==> config.mk <==
export PLATFORM = sky130hd
export DESIGN_NAME = sph_ram
export DESIGN_NICKNAME = d
export VERILOG_FILES = /design/src/sv/sph_ram.sv
export SDC_FILE = /design/constraint.sdc
export NUM_CORES = 1
export LEC_CHECK = 0
export BUFFER_PORTS_ARGS = -buffer_cell sky130_fd_sc_hd__buf_2
export CAP_MARGIN = 25
export CORE_UTILIZATION = 30
export CTS_CLUSTER_DIAMETER = 100
export DETAILED_ROUTE_END_ITERATION = 12
export HOLD_SLACK_MARGIN = 0.12
export PLACE_DENSITY = 0.46
export SLEW_MARGIN = 20
export SYNTH_ARGS = -nofsm -noshare
export SYNTH_HDL_FRONTEND = slang
export SYNTH_SLANG_ARGS = --single-unit
export TNS_END_PERCENT = 20
==> constraint.sdc <==
create_clock -name aclk -period 4.1 [get_ports aclk]
set_clock_uncertainty 0.05 [all_clocks]
set_input_delay 0.82 -clock aclk [delete_from_list [all_inputs] [get_ports aclk]]
set_output_delay 0.82 -clock aclk [all_outputs]
set_load 0.02 [all_outputs]
==> src/sv/sph_ram.sv <==
// Generic single-port-write, single-port-read RAM with registered read data.
// No dependencies.
module sph_ram #(
    parameter int WIDTH = 8,
    parameter int DEPTH = 16
) (
    input  logic                     aclk,
    input  logic                     we,
    input  logic [$clog2(DEPTH)-1:0] waddr,
    input  logic [WIDTH-1:0]         wdata,
    input  logic [$clog2(DEPTH)-1:0] raddr,
    output logic [WIDTH-1:0]         rdata
);

    logic [WIDTH-1:0] mem [DEPTH];

    always_ff @(posedge aclk) begin
        if (we) begin
            mem[waddr] <= wdata;
        end
        rdata <= mem[raddr];
    end

endmodule

==> results.cfg <==
[placement]
dp.cells = 470
place_congestion = 0.723
place_area_sq_mm = 0.00552
portBuffers = 25
place_ws_ns = 1.48
hpwl_um = 6890

[setup_path]
reg2reg_depth = 3
worst_ep_required_time_ns = 4.36
cp_slowest_cell = mux4_1
critPathMaxStageDelay_ns = 0.59
critPathArrivalTime_ns = 2.40
endpoint_kind = flip-flop
path_class = input port to flip-flop
path_cells = buf_2, buf_12, mux4_1, a22oi_1, nand2_1
worst-path-max-fanout = 24
crit_path_start_kind = input port

[clock_network]
cts_setup_buffers = 0
cts_tree = done
cts_hold_buf = 0
cts-resized-gates = 0
clockRootBuffer = clkbuf_16
cts.path.max_buffers = 2
clock_sinks = 136
clock_latency_ns = 0.42
clk_pin_slew_worst_paths_ns = 0.06
cts_max_level = 4
cts_made_buffers = 17

[layout]
area_growth_pct = 17.5
final_cells = 502
final_area_sq_mm = 0.00605
drive_above_1_share_pct = 26.6
num_antenna_cells = 0
layout.nets = 287

[detailed_routing]
drc = 0
drt_iter0_drc = 205
vias = 2345
dr.pass1.iters = 4
wire_per_inst_um = 21.5
ant_nets = 0
viasPerCell = 4.67
wirelength_um = 10800

[timing]
slew_headroom_pct = 32.2
finalMaxSlewViolations = 0
rsz0062_at_grt = false
setup-tns-final_ns = 0
fmax_mhz = 466
final.min_clock_period_ns = 2.15
setup_ws_ns = 1.95
setup_viol = 0
holdWs_ns = 0.625
post-route-period-util_pct = 52.4
finalHoldViolCount = 0
tightest_slew_ns = 1.01

[yosys]
synth-edff-count = 128
synth_top_cell_area_share_pct = 74.7
ys_ff_latch = 136
synth.avg_cell_area_sq_um = 22.5
postSynthCellCount = 229
ys.flop_type = edfxtp_1
synth_async_sr_flop_share_pct = 0
yosysUniqueCellTypes = 19
ys_top_cells_by_area = edfxtp_1 75%, mux4_2 7.9%, mux4_1 7.1%
yosysTopAreaCell = edfxtp_1
syn-cell-area_sq_mm = 0.00515
syn_nets = 247
yosysSeqAreaShare_pct = 77.8
synth_warnings = 0

[pwr]
p_leak_nw = 1.99
p_per_area_mw_per_mm2 = 507
ir_drop_mv = 0.302

[grt]
overflow = 0
grt_max_degree = 33
antenna_found_initial = 0
grt_pass1_vias = 2440
grt_pass1_wl_um = 16200
grt_usage_pct = 13.6

[die]
start_util_pct = 30.9
core-area_sq_mm = 0.0166
boundaryPins = 26
die_area_sq_mm = 0.0177
die_w_um = 133
fp.dieH_um = 133
row_count = 47

[min_path]
hold_depth = 3
hold_path.class = flip-flop to flip-flop

[flow_run]
cap_violations = 0

[status]
status = finished clean
## power by group
group          switching [mW]  total [mW]  internal [mW]
logic                  0.0925       0.151         0.0583
clock network           0.518        1.35          0.832
registers             0.00954        1.57           1.56
total                   0.620        3.07           2.45
## Yosys cell counts (2+ instances only)
cell type,n
edfxtp_1,128
mux4_2,18
a22oi_1,16
mux4_1,14
nor2_1,13
nand2_1,9
dfxtp_1,8
nor3_1,4
buf_2,3
buf_6,3
clkdlybuf4s25_2,3
nand2b_1,2
nand3b_1,2
## kinds of logic after synthesis
family,Yosys count,share of synthesized area [%]
buffers and inverters,10,1.68
multiplexers,32,15.0
AND/OR/NAND/NOR,35,3.18
flip-flops,136,77.8
AO/OA/AOI/OAI,16,2.33
## cells in the final DEF, fill, tap and decap left out, drive strengths merged
| cell type | synthesis | routed |
|---|---|---|
| edfxtp | 128 | 128 |
| nand3b | 2 | 2 |
| clkbuf | 0 | 28 |
| nand2 | 9 | 9 |
| and2b | 1 | 1 |
| nand3 | 1 | 1 |
| nor2 | 13 | 13 |
| nor2b | 1 | 1 |
| clkinv | 0 | 4 |
| nor3 | 4 | 4 |
| and2 | 1 | 1 |
| dfxtp | 8 | 8 |
| mux4 | 32 | 32 |
| or3b | 1 | 1 |
| a22oi | 16 | 16 |
| nand2b | 2 | 2 |
| buf | 7 | 31 |
## sequential cells by signal, indices dropped and copies added (netlist names)
signal and count:
mem 128, rdata 8
## final timing paths
kind,start,to,slack (ns)
worst max-delay path,raddr[0],rdata[2],1.95
worst min-delay path,mem[15][1],rdata[1],0.63
worst max register to register,mem[3][2],rdata[2],2.66
worst min register to register,mem[15][1],rdata[1],0.63
## critical path: cells and delay by family
kind	cells	cell delay, ns
AO/OA/AOI/OAI	1	0.33
multiplexers	1	0.59
buffers and inverters	2	0.56
AND/OR/NAND/NOR	1	0.08
## per-layer routing
metal	share of wire [%]	global-route usage (%)
met5	0	0
met4	1.7	7.28
met3	3.9	4.29
met2	48	20.0
met1	47	18.0
## metrics by stage
step           util, %  total power [mW]
2_1_floorplan        -              1.68
3_3_place_gp      33.2              1.75
3_5_place_dp      33.2              1.75
4_1_cts           36.3              3.10
5_1_grt           36.3              3.17
6_report          36.3              3.07
## area by class of cell
| cell class | instances | area, sq um |
|---|---|---|
| fill | 1525 | 10600 |
| timing repair buffer | 31 | 183 |
| tap | 220 | 275 |
| multi-input combinational | 83 | 1060 |
| sequential | 136 | 4000 |
| clock buffer | 28 | 507 |
| clock inverter | 4 | 20.0 |
Note: power is estimated with default switching activity, not from simulation.
