File: src/sv/sph_gd_pkg.sv
// Shared types and constants for the SPH grid deposit block.
// No dependencies; imported by every module of the block but sph_ram.
package sph_gd_pkg;

    localparam int FRAC_BITS     = 16;
    localparam int GRID_LOG2_MAX = 6;
    localparam int SPAN_MAX      = 8;
    localparam int GRID_AW       = 2 * GRID_LOG2_MAX;
    localparam int GRID_W        = 48;
    localparam int KBUF_W        = FRAC_BITS + 1;
    localparam int SUM_W         = 23;
    localparam int DIV_W         = 49;
    localparam int RAD_W         = 32;
    localparam int ROOT_W        = RAD_W / 2;

    typedef enum logic [1:0] {
        CMD_DEPOSIT = 2'd0,
        CMD_READ    = 2'd1,
        CMD_CLEAR   = 2'd2
    } cmd_t;

    typedef enum logic [1:0] {
        STAT_OK    = 2'd0,
        STAT_SPAN  = 2'd1,
        STAT_EMPTY = 2'd2
    } status_t;

    typedef struct packed {
        logic               start;
        logic [DIV_W-1:0]   dividend;
        logic [SUM_W-1:0]   divisor;
    } div_req_t;

    typedef struct packed {
        logic               done;
        logic [DIV_W-1:0]   quotient;
    } div_rsp_t;

    typedef struct packed {
        logic               start;
        logic [RAD_W-1:0]   radicand;
    } sqrt_req_t;

    typedef struct packed {
        logic               done;
        logic [ROOT_W-1:0]  root;
    } sqrt_rsp_t;

endpackage

File: src/sv/sph_gd_isqrt.sv
// Serial integer square root, two radicand bits per cycle.
// Depends on sph_gd_pkg for the request and response structs.
module sph_gd_isqrt (
    input  logic                  aclk,
    input  logic                  aresetn,
    input  sph_gd_pkg::sqrt_req_t req,
    output sph_gd_pkg::sqrt_rsp_t rsp
);
    import sph_gd_pkg::*;

    localparam int CW = $clog2(ROOT_W);

    logic [RAD_W-1:0]  rad_reg;
    logic [ROOT_W+1:0] rem_reg;
    logic [ROOT_W-1:0] root_reg;
    logic [CW-1:0]     cnt_reg;
    logic              busy_reg;
    logic              done_reg;

    logic [ROOT_W+3:0] rem_sh;
    logic [ROOT_W+3:0] trial;
    logic              ge;

    assign rem_sh = {rem_reg, rad_reg[RAD_W-1 -: 2]};
    assign trial  = {2'b00, root_reg, 2'b01};
    assign ge     = rem_sh >= trial;

    always_ff @(posedge aclk) begin
        if (!aresetn) begin
            busy_reg <= 1'b0;
            done_reg <= 1'b0;
            cnt_reg  <= '0;
        end else begin
            done_reg <= 1'b0;
            if (req.start) begin
                busy_reg <= 1'b1;
                cnt_reg  <= '0;
            end else if (busy_reg) begin
                cnt_reg <= cnt_reg + 1'b1;
                if (cnt_reg == CW'(ROOT_W - 1)) begin
                    busy_reg <= 1'b0;
                    done_reg <= 1'b1;
                end
            end
        end
    end

    always_ff @(posedge aclk) begin
        if (req.start) begin
            rad_reg  <= req.radicand;
            rem_reg  <= '0;
            root_reg <= '0;
        end else if (busy_reg) begin
            rad_reg <= {rad_reg[RAD_W-3:0], 2'b00};
            if (ge) begin
                rem_reg  <= ROOT_W'(0) + (ROOT_W+2)'(rem_sh - trial);
                root_reg <= {root_reg[ROOT_W-2:0], 1'b1};
            end else begin
                rem_reg  <= (ROOT_W+2)'(rem_sh);
                root_reg <= {root_reg[ROOT_W-2:0], 1'b0};
            end
        end
    end

    assign rsp.done = done_reg;
    assign rsp.root = root_reg;

endmodule

File: config.mk
export PLATFORM = sky130hd
export DESIGN_NAME = sph_gd_isqrt
export DESIGN_NICKNAME = d
export VERILOG_FILES = /design/src/sv/sph_gd_pkg.sv /design/src/sv/sph_gd_isqrt.sv
export SDC_FILE = /design/constraint.sdc
export NUM_CORES = 1
export LEC_CHECK = 0
export ABC_CLOCK_PERIOD_IN_PS = 2300
export CORE_MARGIN = 1
export CORE_UTILIZATION = 30
export CTS_CLUSTER_DIAMETER = 30
export CTS_CLUSTER_SIZE = 16
export DETAILED_ROUTE_END_ITERATION = 16
export DONT_BUFFER_PORTS = 1
export GPL_TIMING_DRIVEN = 1
export PLACE_DENSITY = 0.51
export SETUP_SLACK_MARGIN = 0.5
export SLEW_MARGIN = 0
export SYNTH_ARGS = -nofsm -noshare
export SYNTH_HDL_FRONTEND = slang
export SYNTH_SLANG_ARGS = --single-unit
export TNS_END_PERCENT = 50
File: constraint.sdc
create_clock -name aclk -period 2.3 [get_ports aclk]
set_input_delay 0.46 -clock aclk [delete_from_list [all_inputs] [get_ports aclk]]
set_output_delay 0.46 -clock aclk [all_outputs]
set_load 0.1 [all_outputs]
==> flow_summary.toml <==
[setup_path]
cp.required_ns = 2.53
slowest_stage = "dfxtp_4"
r2r_cells = 9
cpPeakStageDelay_ns = 0.34
crit_chain = "inv_2 > ha_4 > buf_4 > o2111ai_2 > and2_4 > o21ai_2 > a211o_1 > a211o_1 > a32o_1"
crit_fanout = 5
endpoint_kind = "flop"
path_class = "reg2reg"
cp_common_cell = "a211o_1"
critPathLaunch = "root_reg[7]"
setup.worst_path.start_class = "flop"
arrival_ns = 2.42
path_buf_inv = 2
crit_cells = 9
critPathTopFamily = "compound AO/OA/AOI/OAI gates"
r2r_start = "root_reg[7]"

[hold_path]
hold_depth = 1
min-delay-start = "req[32]"
hold_class = "in2reg"

[floorplanning]
rows = 41
pin_count = 52
die_w_um = 115
initial_core_util_pct = 30.7
dieHeight_um = 115
dieArea_mm2 = 0.0133
core_mm2 = 0.0126

[final_layout]
multi_input_area_mm2 = 0.00231
layout-drive-gt1-share_pct = 46.3
nets = 481
antennaDiodeCount = 0
fillerInstances = 1205
postLayoutCoreUtil_pct = 41.8
ff_latch_area_mm2 = 0.00183
largest_reg_flops = 32
area_delta_synth_final_pct = 36.3
stdcell_count = 604

[logic_synthesis]
netlist_area_mm2 = 0.00385
synth.area.mux_share_pct = 15.0
synth_top_cell_by_area = "edfxtp_1"
yosys_register_bits = 72
synth_nets = 419
synth-compound-area-share_pct = 14.3
avgSynthCellArea_um2 = 10.6
synth_fa_ha_area_share_pct = 6.17
ys_seq_area_share_pct = 45.7
yosys_most_used_dff = "dfxtp_1"
synth_common_cells = "nor2_1, dfxtp_1, edfxtp_1"
synth_top_family_by_area = "multiplexers"
synth_edf_count = 32
async_reset_ff_share_pct = 0
yosysMostFrequentCell = "nor2_1"
synth_top_area_share_pct = 24.9
synth_area_leaders = "edfxtp_1, dfxtp_1, mux2_2"
syn_inst = 365
ys_types = 48
synth_xor_area_share_pct = 3.86
synth-simple-area-share_pct = 10.5
synth-warning-count = 0

[detailed_routing]
routed_wl_mm = 9.22
drt-initial-drc-count = 88
routedWlPerCell_um = 15.3
drtAntennaViolNets = 0
vias = 2977
first_pass_iters = 4
drc_errors = 0
via_per_inst = 4.93

[sta]
finClkSkew_ns = 0.0116
worst_pin_slew_ns = 0.442
setup_tns_ns = 0
max_slew_margin_pct = 70.5
slew_viol_final = 0
timing.fmax_mhz = 457
finalSetupViolCount = 0
rsz0062_at_grt = "true"
fin_crit_ns = 2.19
final-hold-violation-count = 0
fin_crit_sh_pct = 95.1

[placed_design]
hpwl_mm = 6.04
place_congestion = 0.822
port_buffers = 0
dp_cells = 571

[run]
drv_cap = 0

[clocking]
clk_pin_slew_ns = 0.07
root_buffer = "clkbuf_16"
insertion_delay_ns = 0.34
postCtsHoldBufs = 0
clk_path_buf_depth = 2
cts.sink_count = 72
numCtsBuffers = 9
htree_levels = 3
cts_tree = "yes"

[pwr]
p_per_area_mw_per_mm2 = 1470
p_leak_nw = 1.99
peakVddDrop_mv = 0.633

[global_routing]
overflow = 0
grt_pass1_wl_mm = 14.6
grt_max_degree = 61
groute.usage.overall_pct = 14.5
antenna_found_initial = 0
first_global_vias = 2922

[run_status]
outcome = "complete, no violations"
## logic make-up (layout without fill, tap and decap cells)
kind of cell / count (synthesis) / in the layout
compound gates: 78 / 78
xor+xnor: 17 / 17
fa+ha+maj: 19 / 19
buf+inv: 39 / 103
flops: 72 / 72
mux: 54 / 54
simple gates: 86 / 89
## repair_timing
item                                    4_1_cts  5_1_grt
cloned                                        3        0
hold endpoints to repair                      0        0
setup buffers                                11        3
endpoints found under the setup margin       19       19
pin swaps                                    31       21
gates resized for setup                      33       36
## routing by layer
| layer | up-vias | share of wire, % | global-route usage, % |
|---|---|---|---|
| met1 | 1430 | 45 | 17.4 |
| met5 | - | 0 | 0 |
| met2 | 57 | 47 | 23.5 |
| met3 | 21 | 5.1 | 4.69 |
| met4 | 0 | 2.2 | 6.41 |
| li1 | 1469 | - | - |
## cell usage in the layout, fill, tap and decap left out, drive strengths merged, types with 5 or more instances in the layout
cell type	count
buf	65
nor2	41
dfxtp	40
edfxtp	32
mux2	30
inv	26
mux2i	24
ha	19
o21ai	19
a21oi	15
nand2	14
a211oi	12
xor2	11
clkbuf	9
and2	8
xnor2	6
nand2b	6
nor2b	5
## final timing paths
| path | slack (ns) | endpoint |
|---|---|---|
| worst min-delay path | 0.19 | root_reg[15] |
| worst max register to register | 0.11 | rem_reg[15] |
| worst max-delay path | 0.11 | rem_reg[15] |
| worst min register to register | 0.48 | done_reg |
## report_power, final
group	internal [W]	total [W]	switching [W]
clock	0.000859	0.00145	0.000592
combinational	0.00239	0.00459	0.00220
sequential	0.00152	0.00166	0.000142
total	0.00477	0.00771	0.00294
## area by class of cell
type	instances	share of cell area [%]
Timing Repair Buffer	65	9.58
Clock buffer	9	4.29
Multi-Input combinational cell	257	44.0
Sequential cell	72	34.8
Inverter	22	1.74
Tap cell	172	4.10
Clock inverter	7	1.55
## stage by stage
step                hold WS (ns)  cell area, um2  worst slack [ns]  power, W
finish                     0.190            5250             0.112   0.00771
global route               0.171            5250            0.0264   0.00819
CTS                        0.163            5060             0.118   0.00710
detailed placement         0.475            4540           -0.0997   0.00491
global placement           0.460            4540            -0.106   0.00492
floorplan                  0.439            4040            -0.188   0.00413
Note: power is estimated with default switching activity, not from simulation.
