<file path="config.mk">
export PLATFORM = sky130hd
export DESIGN_NAME = sph_gd_div
export DESIGN_NICKNAME = d
export VERILOG_FILES = /design/src/sv/sph_gd_pkg.sv /design/src/sv/sph_gd_div.sv
export SDC_FILE = /design/constraint.sdc
export NUM_CORES = 1
export LEC_CHECK = 0
export BUFFER_PORTS_ARGS = -buffer_cell sky130_fd_sc_hd__buf_2
export CAP_MARGIN = 20
export CORE_MARGIN = 5
export CORE_UTILIZATION = 55
export CTS_BUF_LIST = sky130_fd_sc_hd__clkbuf_8
export CTS_CLUSTER_DIAMETER = 150
export DETAILED_ROUTE_END_ITERATION = 16
export PLACE_DENSITY = 0.79
export SYNTH_ARGS = -nofsm -noshare
export SYNTH_HDL_FRONTEND = slang
export SYNTH_SLANG_ARGS = --single-unit
</file>
<file path="constraint.sdc">
create_clock -name aclk -period 2.9 [get_ports aclk]
set_input_delay 0.725 -clock aclk [delete_from_list [all_inputs] [get_ports aclk]]
set_output_delay 0.725 -clock aclk [all_outputs]
set_load 0.005 [all_outputs]
</file>
<file path="src/sv/sph_gd_pkg.sv">
// Shared types and constants for the SPH grid deposit block.
// No dependencies; imported by every module of the block but sph_ram.
package sph_gd_pkg;

    localparam int FRAC_BITS     = 16;
    localparam int GRID_LOG2_MAX = 6;
    localparam int SPAN_MAX      = 8;
    localparam int GRID_AW       = 2 * GRID_LOG2_MAX;
    localparam int GRID_W        = 48;
    localparam int KBUF_W        = FRAC_BITS + 1;
    localparam int SUM_W         = 23;
    localparam int DIV_W         = 49;
    localparam int RAD_W         = 32;
    localparam int ROOT_W        = RAD_W / 2;

    typedef enum logic [1:0] {
        CMD_DEPOSIT = 2'd0,
        CMD_READ    = 2'd1,
        CMD_CLEAR   = 2'd2
    } cmd_t;

    typedef enum logic [1:0] {
        STAT_OK    = 2'd0,
        STAT_SPAN  = 2'd1,
        STAT_EMPTY = 2'd2
    } status_t;

    typedef struct packed {
        logic               start;
        logic [DIV_W-1:0]   dividend;
        logic [SUM_W-1:0]   divisor;
    } div_req_t;

    typedef struct packed {
        logic               done;
        logic [DIV_W-1:0]   quotient;
    } div_rsp_t;

    typedef struct packed {
        logic               start;
        logic [RAD_W-1:0]   radicand;
    } sqrt_req_t;

    typedef struct packed {
        logic               done;
        logic [ROOT_W-1:0]  root;
    } sqrt_rsp_t;

endpackage

</file>
<file path="src/sv/sph_gd_div.sv">
// Serial restoring divider, one quotient bit per cycle.
// Depends on sph_gd_pkg for the request and response structs.
module sph_gd_div (
    input  logic                 aclk,
    input  logic                 aresetn,
    input  sph_gd_pkg::div_req_t req,
    output sph_gd_pkg::div_rsp_t rsp
);
    import sph_gd_pkg::*;

    localparam int CW = $clog2(DIV_W);

    logic [DIV_W-1:0] qd_reg;
    logic [SUM_W-1:0] rem_reg;
    logic [SUM_W-1:0] dvs_reg;
    logic [CW-1:0]    cnt_reg;
    logic             busy_reg;
    logic             done_reg;

    logic [SUM_W:0]   sh;
    logic [SUM_W:0]   diff;
    logic             ge;

    assign sh   = {rem_reg, qd_reg[DIV_W-1]};
    assign ge   = sh >= {1'b0, dvs_reg};
    assign diff = sh - {1'b0, dvs_reg};

    always_ff @(posedge aclk) begin
        if (!aresetn) begin
            busy_reg <= 1'b0;
            done_reg <= 1'b0;
            cnt_reg  <= '0;
        end else begin
            done_reg <= 1'b0;
            if (req.start) begin
                busy_reg <= 1'b1;
                cnt_reg  <= '0;
            end else if (busy_reg) begin
                cnt_reg <= cnt_reg + 1'b1;
                if (cnt_reg == CW'(DIV_W - 1)) begin
                    busy_reg <= 1'b0;
                    done_reg <= 1'b1;
                end
            end
        end
    end

    always_ff @(posedge aclk) begin
        if (req.start) begin
            qd_reg  <= req.dividend;
            dvs_reg <= req.divisor;
            rem_reg <= '0;
        end else if (busy_reg) begin
            qd_reg  <= {qd_reg[DIV_W-2:0], ge};
            rem_reg <= ge ? diff[SUM_W-1:0] : sh[SUM_W-1:0];
        end
    end

    assign rsp.done     = done_reg;
    assign rsp.quotient = qd_reg;

endmodule

</file>
==> out/qor.yml <==
status:
  outcome: "finished, final reports clean"
grt:
  globalRouteTotalUtil_pct: 22.7
  grt_pass1_wl_mm: 20.9
  grt_overflow: 0
  first_global_vias: 4311
  antenna_found_initial: 0
  grt_max_degree: 87
finish:
  antennaDiodeCount: 0
  fraction_of_layout_cells_with_a_size_suffix_above_1_pct: 34.1
  post-route-cell-area_um2: 6470
  multi_input_area_um2: 2460
  fill_cells: 797
  synthToLayoutAreaGrowth_pct: 18.7
  largest_register_ffs: 49
  design.final.nets: 724
  final_common_cell: "sky130_fd_sc_hd__buf_2"
  commonest_non_fill_non_tap_cells_in_the_layout: "sky130_fd_sc_hd__buf_2 (123), sky130_fd_sc_hd__edfxtp_1 (72), sky130_fd_sc_hd__mux2_2 (49), sky130_fd_sc_hd__nand2_1 (47), sky130_fd_sc_hd__nor2_1 (35)"
  regArea_um2: 2780
placement:
  detailedPlace.worstSlack_ns: -0.0314
  post-dp-hpwl_mm: 9.42
  buffer_ports.inserted: 124
  gp_congestion: 0.944
  placed_area_um2: 6230
die:
  initial_utilization_pct: 56.0
  die_h_um: 110
  die_area_um2: 12000
  core_region_area_um2: 9730
  floorplan.io_pins: 125
  chipWidth_um: 110
  floorplan.rows: 36
yosys:
  synth_fp_nets: 598
  syn-cell-area_um2: 5450
  yosys_warnings: 0
  synth-async-reset-ratio_pct: 0
  post_synth_top_area_cell: "sky130_fd_sc_hd__edfxtp_1"
  synth.ff_latch_count: 103
  synth.avg_cell_area_um2: 11.0
  synth_top_area_share_pct: 39.7
  synth_cells: 497
  yosysSeqAreaShare_pct: 51.1
  synth.distinct_cells: 54
  number_of_enable_flip_flop_cells_after_synthesis: 72
  main_area_contributors_after_synthesis: "sky130_fd_sc_hd__edfxtp_1 (40%), sky130_fd_sc_hd__dfxtp_1 (11%), sky130_fd_sc_hd__mux2_2 (10%), sky130_fd_sc_hd__ha_1 (5.7%), sky130_fd_sc_hd__nand2_1 (3.2%)"
  ys_dominant_reg_cell: "sky130_fd_sc_hd__edfxtp_1"
cts:
  clkSinkCount: 103
  worst_skew_pair.late_latency_ns: 0.39
  clock_tree.root_cell: "sky130_fd_sc_hd__clkbuf_8"
  clockBufferDepth: 2
  tritoncts.num_buffers: 9
  cts.clk_slew.worst_paths_ns: 0.11
  cts_tree: "done"
  htreeDepth: 3
worst_setup_path:
  critPathLaunchType: "flop"
  critical_path.reg2reg.endpoint: "rem_reg[20]"
  r2r_slack_ns: 0.12
  crit_path_max_fanout: 9
  worst-setup-path-type: "flop to flop"
  cp_data_arrival_time_ns: 3.02
  cp.required_ns: 3.14
  number_of_cell_instances_on_the_worst_register_to_register_path: 12
  timing.rr.start: "qd_reg[48]"
  setup.worst_path.end_class: "flop"
  worst_setup_path_startpoint: "qd_reg[48]"
  endpoint: "rem_reg[20]"
timing:
  min_period_ns: 2.78
  hold_viol_final: 0
  relSlewSlack_pct: 59.9
  timing_worst_slew_pin_value_ns: 0.602
  final_max_slew_viol_count: 0
  timing.clock.skew_ns: 0.0168
  min_period_over_period_pct: 95.9
  report.final.setup_viol: 0
  achievable-frequency_mhz: 359
  setup_ws_ns: 0.118
drt:
  post_detailed_route_drc_marker_count: 0
  totalWireLength_mm: 13.0
  drt-initial-drc-count: 234
  vias_per_cell: 5.57
  wl_per_cell_um: 17.1
  vias: 4242
  drt.antenna.violating_nets: 0
  drt_pre_antenna_iters: 5
run:
  cap_violations: 0
power:
  power.total_uw: 3310
  irDropWorstVdd_uv: 479
  power_density_nw_per_um2: 511
  static-leakage-power_uw: 0.00269
worst_hold_path:
  min_path_type: "flop to flop"
[worst min path at each step]
stage | slack, ns | from | cells past startpoint | endpoint
floorplan | 0.45 | rem_reg[19] | 2 | rem_reg[19]
finish | 0.50 | rem_reg[11] | 2 | rem_reg[11]
CTS | 0.48 | req[18] | 1 | dvs_reg[18]
detailed placement | 0.48 | cnt_reg[5] | 2 | cnt_reg[5]
global route | 0.48 | req[0] | 1 | dvs_reg[0]
global placement | 0.47 | cnt_reg[5] | 2 | cnt_reg[5]
[cell families after synthesis]
family,count (synthesis),share of synthesized area [%]
AOI/OAI and AO/OA,117,13.9
and+or+nand+nor,122,10.5
muxes,54,11.0
DFF,103,51.1
adders and majority gates,26,6.11
buffers and inverters,56,4.34
xor gates and xnor gates,19,3.05
[stage by stage]
step / cells / hold slack, ns / setup TNS [ns] / utilization, %
global route: 761 / 0.478 / -0.0146 / 66.5
floorplan: 497 / 0.445 / 0 / -
global placement: 742 / 0.467 / 0 / 64.0
detailed placement: 742 / 0.479 / -0.0473 / 64.0
CTS: 759 / 0.482 / 0 / 66.1
finish: 761 / 0.495 / 0 / 66.5
[layout make-up]
cell class              count  share of cell area, %
multi-input cells         338                   38.0
clock inverters             6                  0.696
well taps                 133                   2.57
flip-flops and latches    103                   43.0
repair buffers            137                   11.6
clock buffers              10                   2.13
inverters                  34                   1.97
[what timing repair did]
action	CTS	global route
cloned	0	0
pin swaps	1	2
endpoints found under the setup margin	5	7
setup buffers	1	1
hold buffers	0	0
gates resized for setup	2	9
[routing by layer]
metal  wire, um  vias to the layer above  GRT usage [%]  part of all wire, %
li1           -                     2069              -                    -
met1       5180                     1994           26.4                   40
met2       6240                      161           37.4                   48
met3       1400                       18           10.9                   11
met4        234                        0           6.86                  1.8
met5          0                        -              0                    0
[power by group]
| group | internal [uW] | total [uW] | switching (uW) |
|---|---|---|---|
| clock network | 342 | 864 | 522 |
| registers | 1710 | 1780 | 63.8 |
| logic | 308 | 666 | 357 |
[synthesized netlist by cell type, types with 2 or more instances]
| cell | count |
|---|---|
| sky130_fd_sc_hd__a2111oi_0 | 2 |
| sky130_fd_sc_hd__a211o_1 | 2 |
| sky130_fd_sc_hd__a211oi_1 | 6 |
| sky130_fd_sc_hd__a21boi_0 | 2 |
| sky130_fd_sc_hd__a21o_1 | 6 |
| sky130_fd_sc_hd__a21oi_1 | 33 |
| sky130_fd_sc_hd__a311oi_1 | 7 |
| sky130_fd_sc_hd__a31oi_1 | 3 |
| sky130_fd_sc_hd__a32oi_1 | 3 |
| sky130_fd_sc_hd__and2_1 | 2 |
| sky130_fd_sc_hd__and3_1 | 2 |
| sky130_fd_sc_hd__buf_1 | 4 |
| sky130_fd_sc_hd__buf_2 | 6 |
| sky130_fd_sc_hd__buf_4 | 3 |
| sky130_fd_sc_hd__clkbuf_1 | 8 |
| sky130_fd_sc_hd__dfxtp_1 | 31 |
| sky130_fd_sc_hd__edfxtp_1 | 72 |
| sky130_fd_sc_hd__ha_1 | 25 |
| sky130_fd_sc_hd__inv_1 | 34 |
| sky130_fd_sc_hd__mux2_2 | 49 |
| sky130_fd_sc_hd__mux2i_1 | 5 |
| sky130_fd_sc_hd__nand2_1 | 47 |
| sky130_fd_sc_hd__nand2_2 | 2 |
| sky130_fd_sc_hd__nand2b_1 | 6 |
| sky130_fd_sc_hd__nand3_1 | 3 |
| sky130_fd_sc_hd__nand4_1 | 6 |
| sky130_fd_sc_hd__nor2_1 | 35 |
| sky130_fd_sc_hd__nor2b_1 | 4 |
| sky130_fd_sc_hd__nor3_1 | 5 |
| sky130_fd_sc_hd__o211ai_1 | 2 |
| sky130_fd_sc_hd__o21a_1 | 6 |
| sky130_fd_sc_hd__o21ai_0 | 27 |
| sky130_fd_sc_hd__o21ai_1 | 4 |
| sky130_fd_sc_hd__o21bai_1 | 2 |
| sky130_fd_sc_hd__o22ai_1 | 2 |
| sky130_fd_sc_hd__o31a_1 | 2 |
| sky130_fd_sc_hd__or3_1 | 5 |
| sky130_fd_sc_hd__xnor2_1 | 11 |
| sky130_fd_sc_hd__xor2_1 | 8 |
[critical path, cell delays in order (launching register included)]
cell                       delay (ns)
sky130_fd_sc_hd__edfxtp_1        0.38
sky130_fd_sc_hd__inv_1           0.06
sky130_fd_sc_hd__ha_1            0.23
sky130_fd_sc_hd__fa_2            0.36
sky130_fd_sc_hd__nand2b_1        0.20
sky130_fd_sc_hd__a211oi_2        0.28
sky130_fd_sc_hd__o21a_1          0.19
sky130_fd_sc_hd__nor2_1          0.08
sky130_fd_sc_hd__o2111a_2        0.29
sky130_fd_sc_hd__buf_4           0.18
sky130_fd_sc_hd__and2_1          0.16
sky130_fd_sc_hd__a31oi_1         0.12
sky130_fd_sc_hd__o21ai_0         0.09
(Power assumes the default switching activity.)
